[config.mk]
export PLATFORM = sky130hd
export DESIGN_NAME = hprl_ctrl
export DESIGN_NICKNAME = d
export VERILOG_FILES = /design/src/sv/hprl_pkg.sv /design/src/sv/hprl_ctrl.sv
export SDC_FILE = /design/constraint.sdc
export NUM_CORES = 1
export LEC_CHECK = 0
export BUFFER_PORTS_ARGS = -buffer_cell sky130_fd_sc_hd__clkbuf_2
export CORE_UTILIZATION = 40
export CTS_CLUSTER_DIAMETER = 30
export DETAILED_ROUTE_END_ITERATION = 16
export GPL_ROUTABILITY_DRIVEN = 0
export MAX_ROUTING_LAYER = met4
export PLACE_DENSITY = 0.68
export SETUP_SLACK_MARGIN = 0.3
export SLEW_MARGIN = 20
export SYNTH_ARGS = -nofsm -noshare
export SYNTH_HDL_FRONTEND = slang
export SYNTH_SLANG_ARGS = --single-unit
[constraint.sdc]
create_clock -name clk -period 1.9 [get_ports clk]
set_clock_uncertainty 0.05 [all_clocks]
set_input_delay 0.19 -clock clk [delete_from_list [all_inputs] [get_ports clk]]
set_output_delay 0.19 -clock clk [all_outputs]
set_load 0.01 [all_outputs]
[src/sv/hprl_pkg.sv]
// Package for the hashed partition rate limiter: sizes, hash constants,
// job codes of the hash sequencer, and the controller/datapath structs.
// No dependencies.
package hprl_pkg;

  localparam int SLOT_W      = 16;
  localparam int PROBE_DEPTH = 32;

  localparam int TABLE_SIZE = 1 << SLOT_W;
  localparam int SCRUB_SHIFT = 32 - SLOT_W - 1;
  localparam int SCRUB_W    = 32 - SCRUB_SHIFT;
  localparam int PROBE_W    = (PROBE_DEPTH > 1) ? $clog2(PROBE_DEPTH) : 1;
  localparam int ALLOC_W    = 17;

  localparam logic [ALLOC_W-1:0] ALLOC_MAX = '1;

  localparam logic [15:0] WINDOW_RESET = 16'd10000;
  localparam logic [PROBE_W-1:0] LAST_PROBE = PROBE_W'(PROBE_DEPTH - 1);

  localparam logic [63:0] MM_C1   = 64'h87c37b91114253d5;
  localparam logic [63:0] MM_C2   = 64'h4cf5ad432745937f;
  localparam logic [63:0] MM_FM1  = 64'hff51afd7ed558ccd;
  localparam logic [63:0] MM_FM2  = 64'hc4ceb9fe1a85ec53;
  localparam logic [63:0] MM_ADD1 = 64'h0000000052dce729;
  localparam logic [63:0] MM_ADD2 = 64'h0000000038495ab5;
  localparam logic [63:0] MM_LEN  = 64'd20;

  // one job = one 64x64 low-half multiply by a constant plus its post step
  typedef enum logic [3:0] {
    JOB_K1A = 4'd0,
    JOB_K1B = 4'd1,
    JOB_K2A = 4'd2,
    JOB_K2B = 4'd3,
    JOB_K3A = 4'd4,
    JOB_K3B = 4'd5,
    JOB_F1A = 4'd6,
    JOB_F1B = 4'd7,
    JOB_F2A = 4'd8,
    JOB_F2B = 4'd9
  } job_t;

  typedef struct packed {
    logic clr;
    logic load;
    logic prep;
    logic hash;
    logic rd;
    logic eval;
    logic upd;
    logic scrub;
    logic fin;
  } cmd_t;

  typedef struct packed {
    logic clr_last;
    logic is_tick;
    logic tick_idle;
    logic hash_done;
    logic hit;
    logic miss;
    logic scrub_done;
    logic out_free;
  } sts_t;

  function automatic logic [63:0] rotl64(input logic [63:0] x, input int r);
    return (x << r) | (x >> (64 - r));
  endfunction

  function automatic logic [63:0] times5(input logic [63:0] x);
    return x + (x << 2);
  endfunction

  function automatic logic [63:0] job_mult(input job_t j);
    logic [63:0] c;
    case (j)
      JOB_K1A, JOB_K2B, JOB_K3A: c = MM_C1;
      JOB_K1B, JOB_K2A, JOB_K3B: c = MM_C2;
      JOB_F1A, JOB_F2A:          c = MM_FM1;
      JOB_F1B, JOB_F2B:          c = MM_FM2;
      default:                   c = MM_C1;
    endcase
    return c;
  endfunction

endpackage

[src/sv/hprl_ctrl.sv]
// Controller state machine: sequences clear, hash, probes, update, scrub, result.
// Uses hprl_pkg for cmd_t/sts_t.
module hprl_ctrl import hprl_pkg::*; (
  input  logic clk,
  input  logic rst_n,
  input  logic in_valid,
  output logic in_ready,
  input  sts_t st,
  output cmd_t cmd
);

  typedef enum logic [8:0] {
    S_CLR   = 9'b000000001,
    S_IDLE  = 9'b000000010,
    S_PREP  = 9'b000000100,
    S_HASH  = 9'b000001000,
    S_RD    = 9'b000010000,
    S_EVAL  = 9'b000100000,
    S_UPD   = 9'b001000000,
    S_SCRUB = 9'b010000000,
    S_FIN   = 9'b100000000
  } state_t;

  state_t state_r, state_nxt;

  always_comb begin
    state_nxt = state_r;
    cmd       = '0;
    in_ready  = 1'b0;
    case (state_r)
      S_CLR: begin
        cmd.clr = 1'b1;
        if (st.clr_last) state_nxt = S_IDLE;
      end
      S_IDLE: begin
        in_ready = 1'b1;
        cmd.load = in_valid;
        if (in_valid) state_nxt = S_PREP;
      end
      S_PREP: begin
        cmd.prep = 1'b1;
        if (!st.is_tick)       state_nxt = S_HASH;
        else if (st.tick_idle) state_nxt = S_FIN;
        else                   state_nxt = S_SCRUB;
      end
      S_HASH: begin
        cmd.hash = 1'b1;
        if (st.hash_done) state_nxt = S_RD;
      end
      S_RD: begin
        cmd.rd    = 1'b1;
        state_nxt = S_EVAL;
      end
      S_EVAL: begin
        cmd.eval = 1'b1;
        if (st.hit)       state_nxt = S_UPD;
        else if (st.miss) state_nxt = S_FIN;
        else              state_nxt = S_RD;
      end
      S_UPD: begin
        cmd.upd   = 1'b1;
        state_nxt = S_FIN;
      end
      S_SCRUB: begin
        cmd.scrub = 1'b1;
        if (st.scrub_done) state_nxt = S_FIN;
      end
      S_FIN: begin
        cmd.fin = st.out_free;
        if (st.out_free) state_nxt = S_IDLE;
      end
      default: state_nxt = S_CLR;
    endcase
  end

  always_ff @(posedge clk) begin
    if (!rst_n) state_r <= S_CLR;
    else        state_r <= state_nxt;
  end

endmodule

==> metrics.md, run 1 <==
| Metric | Value |
|---|---|
| H-tree levels | `1` |
| Layout cells sized above 1 | `0.760` |
| Final period demand of the worst path | `1.90 ns` |
| Routed wire per std cell | `17.0 um` |
| CTS tree | `built` |
| Total of max-cap violations | `0` |
| Most flops, register | `state_r` |
| Sequential area share after synthesis | `0.275` |
| Final Util | `0.830` |
| DIE HEIGHT | `42.4 um` |
| Largest regs | `state_r x9` |
| Post-Place Cell Area | `759 um^2` |
| Most frequent cell after synthesis | `nor2_1` |
| Cell Area, Synth | `654 um^2` |
| Initial DRT Pass Iterations | `4` |
| Final Max Slew Viols | `0` |
| Syn Nets | `94` |
| Global route overflow | `0` |
| Final WL | `2460 um` |
| Yosys cell types | `36` |
| Critical path data arrival time | `1.66 ns` |
| Critical Path End Type | `output pin` |
| Status | `complete, but fails checks` |
| Tightest Pin Transition | `0.329 ns` |
| Root Driver | `clkbuf_4` |
| Crit Path Max Fanout | `5` |
| ANT cells | `0` |
| #FFs+latches synth | `9` |
| Endpoints failing hold | `0` |
| Final Instance Area | `1260 um^2` |
| FP Rows | `14` |
| CTS Buf Count | `3` |
| Startpoint types | `flop` |
| Io pins | `21` |
| Fmax | `0.526 GHz` |
| Rel. slew slack | `0.779` |
| Worst vdd ir | `0.727 mV` |
| Layout area overhead | `93.3%` |
| Unrepaired setup endpoints after global routing | `yes` |
| Initial Util | `0.429` |
| Routed vias | `832` |
| Post-synth top area share | `0.275` |
| # DRC | `0` |
| Synth top area cells | `dfxtp_1 (28%), and3_1 (7.6%), nor2_1 (6.9%)` |
| First-pass GRT wire length | `3240 um` |
| Detail Route Antenna Nets | `0` |
| DP Worst Slack | `0.111 ns` |
| Fin crit share | `1.00` |
| Post-Syn Instances | `83` |
| Kind of critical path | `flop to output pin` |
| Port Buffers | `20` |
| Core ar. | `1520 um^2` |
| Reg clk slew, reported paths | `0.07 ns` |
| Post-synthesis async set-or-reset flop share | `0` |
| Total track usage | `0.243` |
| Nets | `141` |
| Hold/Removal Path Class | `input port to flop` |
| Setup TNS | `-0.000120 ns` |
| Power Total | `1050 uW` |
| Die Area | `1800 um^2` |
| Largest net degree at the start of global routing | `11` |
| Yosys warnings | `0` |
| Final worst slack | `-0.000120 ns` |
| Initial antenna violation count | `0` |
| PwrDens | `831 nW/um^2` |
| Clock latency on the worst-skew pair | `0.26 ns` |
| Area leader, netlist | `dfxtp_1` |
| Failing checks | `negative setup slack` |
| Post-synth top cells | `nor2_1 (12), dfxtp_1 (9), and3_1 (8)` |
| # hold bufs at CTS | `0` |
| Number of flops mapped to enable cells by yosys | `0` |
| DR iter-0 viols | `19` |
| Clk buf depth | `2` |
| Die Wd | `42.4 um` |
| Required @ worst endpoint | `1.66 ns` |
| Synth Area per Inst | `7.88 um^2` |
| HPWL Detailed | `1240 um` |
| CTS Sinks | `9` |
| Post-synth top flop | `dfxtp_1` |
| Lkg Pwr | `0.000552 uW` |
| Drt via density | `5.74` |
| Number of global-route vias before repair | `744` |
| Number of flip-flops in the largest register | `9` |
| Final setup violation count | `1` |
-- critical path: stages (launching register included) --
cell and delay [ns]:
dfxtp_4 0.37, nor4_4 0.38, nand2_2 0.16, nor4b_4 0.31, buf_2 0.18
-- stage by stage --
stage	std cells	hold WS, ns
2_1_floorplan	83	0.244
3_3_place_gp	116	0.361
3_5_place_dp	116	0.364
4_1_cts	131	0.0988
5_1_grt	145	0.130
6_report	145	0.120
-- where the power goes --
part	leakage (uW)	switching, uW	internal (uW)
clock	0.0000177	69.8	77.5
combinational	0.000456	275	358
sequential	0.0000785	53.4	217
total	0.000552	398	653
-- final timing paths --
check / from / to / slack (ns) / cells after the start
worst min-delay path: st[3] / state_r[6] / 0.12 / 3
worst min register to register: state_r[4] / state_r[1] / 0.60 / 2
worst max register to register: state_r[2] / state_r[8] / 0.15 / 6
worst max-delay path: state_r[2] / cmd[3] / -0.0001 / 4
-- metal layers --
layer	track usage	part of all wire	vias to the layer above
li1	-	-	403
met5	-	0	-
met2	0.391	0.47	36
met4	0.100	0.0028	0
met3	0.0129	0.065	2
met1	0.317	0.46	391
-- layout by cell type, fill, tap and decap left out, types with 2 or more instances in the layout --
cell      instances
buf_4            17
buf_6            14
nor2_1           11
clkbuf_2         11
and3_4            8
dfxtp_4           6
a21oi_2           4
inv_1             4
buf_2             4
and2_4            3
nand2_1           3
clkbuf_4          3
dfxtp_2           3
nor3_4            2
nor3_2            2
nand2_2           2
nor4b_4           2
nor4b_2           2
nand3_1           2
-- repair_timing --
item / CTS / global route
gates resized for setup: 29 / 49
buffers inserted: 11 / 14
pin swaps: 14 / 25
endpoints found under the setup margin: 17 / 17
-- layout make-up --
class	instances	area (um^2)
clock buffers	3	22.5
inverters	4	15.0
flip-flops and latches	9	206
multi-input cells	66	636
fillers	91	259
repair buffers	46	360
well taps	16	20.0
clock inverters	1	5.00
-- kinds of logic after synthesis --
| group | Yosys count | share of synthesized area |
|---|---|---|
| XOR/XNOR | 3 | 0.0402 |
| AO/OA/AOI/OAI | 14 | 0.157 |
| AND/OR/NAND/NOR | 49 | 0.465 |
| flip-flops | 9 | 0.275 |
| buffers and inverters | 8 | 0.0631 |
Note: power is estimated with default switching activity, not from simulation.
==> inputs of run 2 (changes only) <==
Settings changed: CORE_MARGIN set to 10, SKIP_CTS_REPAIR_TIMING set to 1.
==> metrics.md, run 2 (same netlist as run 1, synthesis figures left out) <==
| Metric | Value |
|---|---|
| First-pass GRT wire length | `2770 um (-14%)` |
| Most flops, register | `state_r` |
| Initial antenna violation count | `0 (unchanged)` |
| Failing checks | `negative setup slack` |
| Total of max-cap violations | `0 (unchanged)` |
| Cell count after placement | `116 (unchanged)` |
| Post-Place Cell Area | `759 um^2 (unchanged)` |
| Layout cells sized above 1 | `0.535 (-0.225)` |
| Largest net degree at the start of global routing | `11 (unchanged)` |
| Root Driver | `clkbuf_4` |
| Die Area | `3650 um^2 (+100%)` |
| Final Non-Filler Cells | `130 (-10%)` |
| Core ar. | `1520 um^2 (unchanged)` |
| Nets | `126 (-11%)` |
| Startpoint types | `flop` |
| Most common cell after layout, fill and taps aside | `clkbuf_2` |
| Number of global-route vias before repair | `658 (-12%)` |
| Initial DRT Pass Iterations | `4 (unchanged)` |
| Worst Hold Path EP | `state_r[6]` |
| Final Max Slew Viols | `0 (unchanged)` |
| Routed vias | `741 (-11%)` |
| CTS Buf Count | `3 (unchanged)` |
| Status | `complete, but fails checks` |
| Setup slack, reg-to-reg | `0.22 ns (+0.07 ns)` |
| Area of the multi-input gates | `512 um^2 (-19%)` |
| Routed wire per std cell | `16.0 um (-5.9%)` |
| Power Total | `784 uW (-25%)` |
| Hold Path Depth | `3 (unchanged)` |
| Drt via density | `5.70 (-0.66%)` |
| Final period demand of the worst path | `1.93 ns (+0.0310 ns)` |
| Largest regs | `state_r x9` |
| Io pins | `21 (unchanged)` |
| Worst reg2reg endpoint | `state_r[8]` |
| DR iter-0 viols | `14 (-5)` |
| Tightest Pin Transition | `0.362 ns (+0.0331 ns)` |
| Kind of critical path | `flop to output pin` |
| Fin crit share | `1.02 (+0.0163)` |
| Detail Route Antenna Nets | `0 (unchanged)` |
| Worst vdd ir | `0.587 mV (-19%)` |
| Met1 Usage GRT | `0.110 (-0.206)` |
| GR Util met3 | `0.0292 (+0.0163)` |
| Rel. slew slack | `0.757 (-0.0222)` |
| Initial Util | `0.429 (unchanged)` |
| # DRC | `0 (unchanged)` |
| Final Instance Area | `960 um^2 (-24%)` |
| Endpoints failing hold | `0 (unchanged)` |
| Critical Path End Type | `output pin` |
| Hold wc startpoint | `st[3]` |
| Port Buffers | `20 (unchanged)` |
| Most frequent cells in the layout | `clkbuf_2 (15), nor2_1 (11), buf_4 (11)` |
| CTS tree | `built` |
| Layout area overhead | `46.7%` |
| Crit Path Max Fanout | `7 (+2)` |
| Unrepaired setup endpoints after global routing | `yes` |
| FP Rows | `14 (unchanged)` |
| DIE HEIGHT | `60.4 um (+42%)` |
| Hold/Removal Path Class | `input port to flop` |
| Final worst slack | `-0.0311 ns (-0.0310 ns)` |
| Lkg Pwr | `0.000435 uW (-21%)` |
| HPWL Detailed | `1430 um (+15%)` |
| Fillers | `139 (+53%)` |
| Final WL | `2080 um (-16%)` |
| PwrDens | `817 nW/um^2 (-1.6%)` |
| Critical path data arrival time | `1.69 ns (+0.03 ns)` |
| Number of flip-flops in the largest register | `9 (unchanged)` |
| Reg-to-reg startpoint | `state_r[1]` |
| Reg clk slew, reported paths | `0.06 ns (about the same)` |
| Final setup violation count | `1 (unchanged)` |
| Die Wd | `60.4 um (+42%)` |
| Clock latency on the worst-skew pair | `0.26 ns (about the same)` |
| Total track usage | `0.0987 (-0.144)` |
| CTS Sinks | `9 (unchanged)` |
| Clk buf depth | `2 (unchanged)` |
| M2 GR Usage | `0.162 (-0.229)` |
| ANT cells | `0 (unchanged)` |
| H-tree levels | `1 (unchanged)` |
| Register area | `198 um^2 (-4.2%)` |
| Global route overflow | `0 (unchanged)` |
| Global routing's busiest layer | `met2` |
| Fmax | `0.518 GHz (-1.6%)` |
| Worst R2R Path Depth | `5 (-1)` |
| Required @ worst endpoint | `1.66 ns (about the same)` |
==> run 2: final cells by class <==
class,count,share of cell area
repair buffers,31,0.197
clock buffers,4,0.0274
inverters,4,0.0156
flip-flops and latches,9,0.206
well taps,16,0.0209
multi-input cells,66,0.533
==> run 2: worst max-delay path, cell delays in order, from the launching register on <==
cell and delay, ns:
dfxtp_1 0.40, nor4_4 0.38, nand2_2 0.17, nor4b_4 0.31, buf_2 0.18
==> run 2: metrics by stage <==
stage               setup slack [ns]  hold WS, ns  setup TNS, ns   util
detailed placement             0.112        0.373              0  0.498
floorplan                      0.272        0.244              0      -
finish                       -0.0311        0.109        -0.0311  0.630
global route                 -0.0979        0.105         -0.147  0.630
global placement               0.112        0.365              0  0.498
CTS                           -0.172        0.105         -0.278  0.516
==> run 2: routing by layer <==
| layer | routed length [um] | up-vias |
|---|---|---|
| li1 | - | 370 |
| met1 | 932 | 335 |
| met2 | 991 | 32 |
| met3 | 121 | 4 |
| met4 | 29 | 0 |
| met5 | 0 | - |
==> run 2: how the worst max path moves through the flow <==
stage	startpoint	endpoint	slack [ns]	depth (start not counted)
4_1_cts	state_r[3]	cmd[3]	-0.17	4
6_report	state_r[1]	cmd[3]	-0.03	4
3_5_place_dp	state_r[3]	cmd[3]	0.11	4
3_3_place_gp	state_r[3]	cmd[3]	0.11	4
5_1_grt	state_r[1]	cmd[3]	-0.1	4
2_1_floorplan	state_r[6]	state_r[0]	0.27	3
==> run 2: power breakdown <==
group	switching, uW	internal (uW)	total, uW	leakage, uW
Sequential	56.7	212	269	0.0000772
Combinational	181	189	370	0.000343
Clock	65.2	80.8	146	0.0000150
Total	303	481	784	0.000435
